===== src/design/fbfl_pkg.sv =====
package fbfl_pkg;

  localparam int DEF_PAGE_BYTES = 4096;
  localparam int MIN_BLOCK_BYTES = 16;
  localparam int MAX_BLOCKS = 256;

  localparam int SIZE_W = 13;
  localparam int IDX_W = 8;
  localparam int CNT_W = 9;
  localparam int OP_W = 2;
  localparam int ST_W = 2;

  // operation codes
  localparam logic [OP_W-1:0] OP_ALLOC = 2'd0;
  localparam logic [OP_W-1:0] OP_FREE = 2'd1;
  localparam logic [OP_W-1:0] OP_REBUILD = 2'd2;

  // result status codes
  localparam logic [ST_W-1:0] ST_OK = 2'd0;
  localparam logic [ST_W-1:0] ST_EMPTY = 2'd1;
  localparam logic [ST_W-1:0] ST_BAD_FREE = 2'd2;

  localparam logic [SIZE_W-1:0] RESET_BLOCK_BYTES = SIZE_W'(MIN_BLOCK_BYTES);

  typedef struct packed {
    logic latch;        // capture the accepted request
    logic run;          // execute alloc, free or no-op and post the result
    logic build_init;   // start a rebuild walk
    logic build_step;   // carve one block and write its link
    logic build_done;   // commit the rebuilt pool and post the result
  } fbfl_cmd_t;

  typedef struct packed {
    logic [OP_W-1:0] op;
    logic more;         // another block fits in the page and fewer than 256 are carved
    logic slot_free;    // output register can take a result this cycle
  } fbfl_stat_t;

endpackage


===== src/design/fixed_block_free_list_allocator.sv =====
// Fixed-size block pool kept as a LIFO free list of block indexes. A rebuild
// request samples block_bytes (raised to 16), carves the page into
// min(256, PAGE_BYTES / size) blocks and links them in order with the head at
// block 0; allocate pops the head, free pushes an index back and is rejected
// with status 2 when the index is out of range or the pool is already full.
// Allocate, free and the unused code are taken in S_IDLE and executed in
// S_EXEC, which uses the registered read of the link memory at the head. A
// rebuild walk subtracts the block size from the remaining page and writes
// one link per cycle through the single memory write port. A new request is
// taken while the previous result still waits in the output register;
// execution stalls only when that register is still full. No clearing pass
// runs after reset: links are written by the rebuild before they can be read.
module fixed_block_free_list_allocator import fbfl_pkg::*; #(
  parameter int PAGE_BYTES = DEF_PAGE_BYTES
) (
  input  logic              clk,
  input  logic              rst,
  // request channel
  input  logic              in_valid,
  output logic              in_ready,
  input  logic [OP_W-1:0]   operation,
  input  logic [IDX_W-1:0]  freed_block,
  // result channel
  output logic              out_valid,
  input  logic              out_ready,
  output logic [IDX_W-1:0]  granted_block,
  output logic [ST_W-1:0]   status,
  output logic [CNT_W-1:0]  blocks_free,
  // block size register write
  input  logic              cfg_valid,
  output logic              cfg_ready,
  input  logic [SIZE_W-1:0] block_bytes
);

  fbfl_cmd_t  cmd;
  fbfl_stat_t dp_stat;

  // register writes must arrive only while idle; unenforced, always taken
  assign cfg_ready = 1'b1;

  fbfl_ctrl u_ctrl (
    .clk      (clk),
    .rst      (rst),
    .in_valid (in_valid),
    .in_ready (in_ready),
    .stat     (dp_stat),
    .cmd      (cmd)
  );

  fbfl_dp #(
    .PAGE_BYTES (PAGE_BYTES)
  ) u_dp (
    .clk           (clk),
    .rst           (rst),
    .cmd           (cmd),
    .stat          (dp_stat),
    .operation     (operation),
    .freed_block   (freed_block),
    .cfg_valid     (cfg_valid),
    .block_bytes   (block_bytes),
    .out_valid     (out_valid),
    .out_ready     (out_ready),
    .granted_block (granted_block),
    .status        (status),
    .blocks_free   (blocks_free)
  );

endmodule


===== src/design/fbfl_ctrl.sv =====
module fbfl_ctrl import fbfl_pkg::*; (
  input  logic       clk,
  input  logic       rst,
  input  logic       in_valid,
  output logic       in_ready,
  input  fbfl_stat_t stat,
  output fbfl_cmd_t  cmd
);

  typedef enum logic [1:0] {
    S_IDLE,
    S_EXEC,
    S_BUILD
  } state_t;

  state_t state;
  state_t state_next;

  assign in_ready = (state == S_IDLE);

  always_comb begin
    cmd = '0;
    state_next = state;
    case (state)
      S_IDLE: begin
        if (in_valid) begin
          cmd.latch = 1'b1;
          state_next = S_EXEC;
        end
      end
      S_EXEC: begin
        if (stat.op == OP_REBUILD) begin
          cmd.build_init = 1'b1;
          state_next = S_BUILD;
        end else if (stat.slot_free) begin
          cmd.run = 1'b1;
          state_next = S_IDLE;
        end
      end
      S_BUILD: begin
        if (stat.more) begin
          cmd.build_step = 1'b1;
        end else if (stat.slot_free) begin
          cmd.build_done = 1'b1;
          state_next = S_IDLE;
        end
      end
      default: begin
        state_next = S_IDLE;
      end
    endcase
  end

  always_ff @(posedge clk) begin
    if (rst) begin
      state <= S_IDLE;
    end else begin
      state <= state_next;
    end
  end

endmodule


===== src/design/fbfl_dp.sv =====
module fbfl_dp import fbfl_pkg::*; #(
  parameter int PAGE_BYTES = DEF_PAGE_BYTES
) (
  input  logic              clk,
  input  logic              rst,
  input  fbfl_cmd_t         cmd,
  output fbfl_stat_t        stat,
  input  logic [OP_W-1:0]   operation,
  input  logic [IDX_W-1:0]  freed_block,
  input  logic              cfg_valid,
  input  logic [SIZE_W-1:0] block_bytes,
  output logic              out_valid,
  input  logic              out_ready,
  output logic [IDX_W-1:0]  granted_block,
  output logic [ST_W-1:0]   status,
  output logic [CNT_W-1:0]  blocks_free
);

  localparam int PW = $clog2(PAGE_BYTES + 1);
  localparam int RW = (PW > SIZE_W) ? PW : SIZE_W;

  logic [IDX_W-1:0]  link_mem [MAX_BLOCKS];
  logic [IDX_W-1:0]  rdata;

  logic [OP_W-1:0]   op_q;
  logic [IDX_W-1:0]  idx_q;
  logic [IDX_W-1:0]  head;
  logic [CNT_W-1:0]  free_total;
  logic [CNT_W-1:0]  block_total;
  logic [SIZE_W-1:0] size_cfg;
  logic [SIZE_W-1:0] size_q;
  logic [RW-1:0]     rem;
  logic [CNT_W-1:0]  cnt;

  logic [SIZE_W-1:0] size_clamped;
  logic              bad_free;
  logic              we;
  logic [IDX_W-1:0]  waddr;
  logic [IDX_W-1:0]  wdata;

  assign size_clamped = (size_cfg < RESET_BLOCK_BYTES) ? RESET_BLOCK_BYTES : size_cfg;
  assign bad_free = ({1'b0, idx_q} >= block_total) || (free_total >= block_total);

  assign stat.op = op_q;
  assign stat.more = (rem >= RW'(size_q)) && (cnt != CNT_W'(MAX_BLOCKS));
  assign stat.slot_free = !out_valid || out_ready;

  // single write port shared by rebuild walk and free push
  assign we = cmd.build_step || (cmd.run && (op_q == OP_FREE) && !bad_free);
  assign waddr = cmd.build_step ? cnt[IDX_W-1:0] : idx_q;
  assign wdata = cmd.build_step ? (cnt[IDX_W-1:0] + IDX_W'(1)) : head;

  always_ff @(posedge clk) begin
    if (we) begin
      link_mem[waddr] <= wdata;
    end
    rdata <= link_mem[head];
  end

  always_ff @(posedge clk) begin
    if (cmd.latch) begin
      op_q <= operation;
      idx_q <= freed_block;
    end
    if (cmd.build_init) begin
      rem <= RW'(PAGE_BYTES);
      cnt <= '0;
      size_q <= size_clamped;
    end else if (cmd.build_step) begin
      rem <= rem - RW'(size_q);
      cnt <= cnt + CNT_W'(1);
    end
  end

  always_ff @(posedge clk) begin
    if (rst) begin
      head <= '0;
      free_total <= '0;
      block_total <= '0;
      size_cfg <= RESET_BLOCK_BYTES;
      out_valid <= 1'b0;
    end else begin
      if (cfg_valid) begin
        size_cfg <= block_bytes;
      end
      if (cmd.run || cmd.build_done) begin
        out_valid <= 1'b1;
      end else if (out_ready) begin
        out_valid <= 1'b0;
      end
      if (cmd.build_done) begin
        head <= '0;
        free_total <= cnt;
        block_total <= cnt;
      end else if (cmd.run) begin
        case (op_q)
          OP_ALLOC: begin
            if (free_total != '0) begin
              head <= rdata;
              free_total <= free_total - CNT_W'(1);
            end
          end
          OP_FREE: begin
            if (!bad_free) begin
              head <= idx_q;
              free_total <= free_total + CNT_W'(1);
            end
          end
          default: begin
          end
        endcase
      end
    end
  end

  always_ff @(posedge clk) begin
    if (cmd.build_done) begin
      granted_block <= '0;
      status <= ST_OK;
      blocks_free <= cnt;
    end else if (cmd.run) begin
      granted_block <= '0;
      status <= ST_OK;
      blocks_free <= free_total;
      case (op_q)
        OP_ALLOC: begin
          if (free_total == '0) begin
            status <= ST_EMPTY;
          end else begin
            granted_block <= head;
            blocks_free <= free_total - CNT_W'(1);
          end
        end
        OP_FREE: begin
          if (bad_free) begin
            status <= ST_BAD_FREE;
          end else begin
            blocks_free <= free_total + CNT_W'(1);
          end
        end
        default: begin
        end
      endcase
    end
  end

endmodule


===== config.mk =====
export PLATFORM = sky130hd
export DESIGN_NAME = fixed_block_free_list_allocator
export DESIGN_NICKNAME = d
export VERILOG_FILES = /design/src/design/fbfl_pkg.sv /design/src/design/fixed_block_free_list_allocator.sv /design/src/design/fbfl_ctrl.sv /design/src/design/fbfl_dp.sv
export SDC_FILE = /design/constraint.sdc
export NUM_CORES = 2
export LEC_CHECK = 0
export ABC_AREA = 1
export ABC_CLOCK_PERIOD_IN_PS = 26400
export BUFFER_PORTS_ARGS = -buffer_cell sky130_fd_sc_hd__buf_4
export CORE_MARGIN = 2
export CORE_UTILIZATION = 35
export DETAILED_ROUTE_END_ITERATION = 12
export MAX_ROUTING_LAYER = met4
export SETUP_SLACK_MARGIN = 0.05
export SLEW_MARGIN = 20
export SYNTH_ARGS = -nofsm -noshare
export SYNTH_HDL_FRONTEND = slang
export SYNTH_SLANG_ARGS = --single-unit

===== constraint.sdc =====
create_clock -name clk -period 26.4 [get_ports clk]
set_input_delay 1.32 -clock clk [delete_from_list [all_inputs] [get_ports clk]]
set_output_delay 1.32 -clock clk [all_outputs]
set_load 0.03 [all_outputs]

==> results.txt <==
GPL Wtd Cong - 0.909
Logic pwr share - 0.061
slew of the pin with the lowest slew margin - 1210 ps
Clock Sinks - 2162
vias in the first global route - 57299
count of different cell masters after synthesis - 43
worst hold endpoint - u_dp.size_cfg[0]$_SDFFE_PP0P_
Peak supply drop - 0.0000730 V
DRT Pass-1 Iters - 6
Worst-path clk slew - 60 ps
post-synthesis adder-cell area fraction - 0.00500
GRT Util Overall - 0.195
mux cell area share after synthesis - 0
type of the most critical hold path - register to register
Synth Cell Area - 89100 sq um
CTS Buffer Depth - 3
CP max stage delay - 790 ps
share of the synthesized area in the top cell type - 0.701
P_leak - 34.7 nW
Avg Cell Area, Syn - 11.4 sq um
post-route ant nets - 0
cells along the critical path - buf_12 > buf_16 > buf_12 > buf_4 > buf_4 > nand2_1 > nand3_1 > nand3_1 > nand3_1 > nand3_1 > nand3_1 > nand3_1 > nand2_1 > nand2_1 > nand2_1
most common cell after layout, fill and taps aside - nand2_1
startpoint types - register
layout cells sized above 1 - 0.0645
hold depth - 2
GRT overflow - 0
Initial Utilization - 0.351
CTS tree - done
syn_nets - 7881
final hold violations - 0
hold buffers post-CTS - 0
Max-slew headroom - 0.191
I/O pin total - 50
Setup Skew - 57.4 ps
dpl hpwl - 143000 um
met1 Usage GRT - 0.256
R2R setup slack - 20270 ps
FF-to-FF Start - u_dp.head[0]$_SDFFE_PP0P_
grt met3 use - 0.0307
most frequent cells in the layout - nand2_1 (2312), edfxtp_1 (2080), nand3_1 (2067), nor2_1 (322), clkbuf_16 (216)
hold slack - 465 ps
DIE AREA - 259000 sq um
worst r2r dst - u_dp.rdata[2]$_DFF_P_
first-pass GRT wire length - 372000 um
Synth Area in Compound Gates - 0.00920
xor/xnor cell area share of the yosys netlist - 0.00265
worst min-delay path startpoint - u_dp.size_cfg[0]$_SDFFE_PP0P_
Max Clock Freq - 163 MHz
vias per std cell - 5.35
Switch Pwr - 1.66 mW
setup violators final - 0
Reg2Reg Depth - 15
row count - 185
max_cap viols - 0
switch share - 0.231
WL/cell - 22.3 um
Seq/Total Area, Yosys - 0.720
fin crit share - 0.232
cells after synthesis - 7818
Async S/R FF share, synth - 0
PwrDens - 72.4 nW/um^2
CP Capture Type - register
Post-synth EDFFs - 2080
Final Non-Filler Cells - 11193
met2 Use GR - 0.303
Pint - 5.52 mW
Tmin final - 6130 ps
number of port buffers - 48
RSZ-0062 raised after global routing - false
synth warn - 0
largest net degree at the start of global routing - 249
H-tree levels - 4
crit-path most repeated cell - nand3_1
Crit Path Category - register to register
DRC - 0
total vias in the final route - 59881
power share of the clock group - 0.412
CP arrival - 6930 ps
Slowest-stage cell, CP - buf_4
final net count - 7703
worst skew pair latency - 880 ps
Die H - 509 um
GR peak layer - met2
wirelength, routed - 250000 um
core area - 254000 sq um
area grow syn2layout - 11.5%
Synth Flop Type - edfxtp_1
fin. max-slew vios - 0
outcome - finished, final reports clean
Setup Fix Bufs, Post-CTS - 0
Seq cells post-synth - 2162
Synth area leader - edfxtp_1
Synth Area in Simple Gates - 0.235
Placed Cells - 10787
starting DRC count in detailed routing - 7722
initial antenna violation count - 7
Final TNS setup - 0 ps
sequential fraction of design power - 0.527
Synth area leaders - edfxtp_1 (70%), nand3_1 (12%), nand2_1 (9.7%), dfxtp_1 (1.8%), clkbuf_1 (1.8%)
TritonCTS Buffers - 215
Req. time, crit path - 27190 ps
Die Width - 509 um
post_cts resized - 0
Root Driver - clkbuf_16
Worst Path Max Fanout - 219
combinational family with the most area after synthesis - simple AND/OR/NAND/NOR gates
delay-heaviest family, CP - buffers and inverters
Bufs and invs on worst path - 5
[worst max path at each step]
stage | start | endpoint | slack, ps | depth (start not counted)
floorplan | u_dp.size_q[2]$_SDFFCE_PN0P_ | u_dp.link_mem[0][6]$_DFFE_PP_ | 12460 | 14
global route | u_dp.head[0]$_SDFFE_PP0P_ | u_dp.rdata[2]$_DFF_P_ | 19950 | 15
finish | u_dp.head[0]$_SDFFE_PP0P_ | u_dp.rdata[2]$_DFF_P_ | 20270 | 15
global placement | u_dp.head[0]$_SDFFE_PP0P_ | u_dp.rdata[2]$_DFF_P_ | 20560 | 14
CTS | u_dp.head[0]$_SDFFE_PP0P_ | u_dp.rdata[2]$_DFF_P_ | 20450 | 14
detailed placement | u_dp.head[0]$_SDFFE_PP0P_ | u_dp.rdata[2]$_DFF_P_ | 20470 | 14
[through the flow]
step | power, mW | utilization | setup WS, ps | area (sq um)
final | 7.19 | 0.392 | 20270 | 99300
after global routing | 7.39 | 0.392 | 19950 | 99300
after CTS | 7.22 | 0.391 | 20450 | 99300
after detailed placement | 4.29 | 0.365 | 20470 | 92500
after global placement | 4.29 | 0.365 | 20560 | 92500
after floorplan | 4.15 | - | 12460 | 89100
[layer usage]
metal,routed length (um),vias up
li1,-,27235
met1,102000,29411
met2,117000,2787
met3,20600,448
met4,9820,0
met5,0,-
[cells in the mapped netlist, types with 2 or more instances]
cell type / count
clkinv_1: 5
nor2_4: 7
buf_4: 4
nor2_1: 323
clkbuf_1: 419
o22ai_1: 5
a21oi_1: 71
nor2_8: 3
nor2_2: 5
nor3_1: 6
nand3_1: 2067
inv_1: 113
buf_2: 42
o21ai_2: 2
inv_2: 5
dfxtp_1: 82
nand3_2: 17
nor4_1: 2
nand4_1: 28
buf_6: 3
ha_1: 34
edfxtp_1: 2080
a31oi_1: 4
nand2_1: 2312
xnor2_1: 6
buf_1: 55
o21ai_0: 64
a21o_1: 2
nand2_2: 17
o21ai_4: 2
xor2_1: 21
[worst min-delay path, cell delays in order (launching register included)]
cell,delay (ps)
dfxtp_1,300
inv_1,60
a21oi_1,60
[registers in the layout (all words and copies together), names as in the netlist, 9 cells and up]
signal and flops:
u_dp.rem 13, u_dp.free_total 9, u_dp.link_mem 2048, u_dp.block_total 9
u_dp.size_cfg 13, u_dp.size_q 13, u_dp.cnt 9, u_dp.blocks_free 9
[cells by family after synthesis]
| kind of cell | count (synthesis) |
|---|---|
| simple gates | 4793 |
| flops | 2162 |
| buf+inv | 647 |
| compound gates | 153 |
| fa+ha+maj | 35 |
| xor+xnor | 27 |
| other cells | 1 |
[power groups by stage]
stage | clock network, mW | registers [mW] | logic, mW
2_1_floorplan | 0 | 3.88 | 0.272
4_1_cts | 3.00 | 3.79 | 0.436
3_3_place_gp | 0 | 3.86 | 0.433
6_report | 2.96 | 3.79 | 0.441
3_5_place_dp | 0 | 3.86 | 0.435
5_1_grt | 3.13 | 3.79 | 0.478
[cell type report]
type	count	area, sq um
fill	24077	154000
sequential	2162	64100
multi-input combinational	5009	22600
clock buffer	271	5630
tap	3366	4210
timing repair buffer	129	1180
clock inverter	131	1130
inverter	123	487
antenna	2	5.00
(Power assumes the default switching activity.)
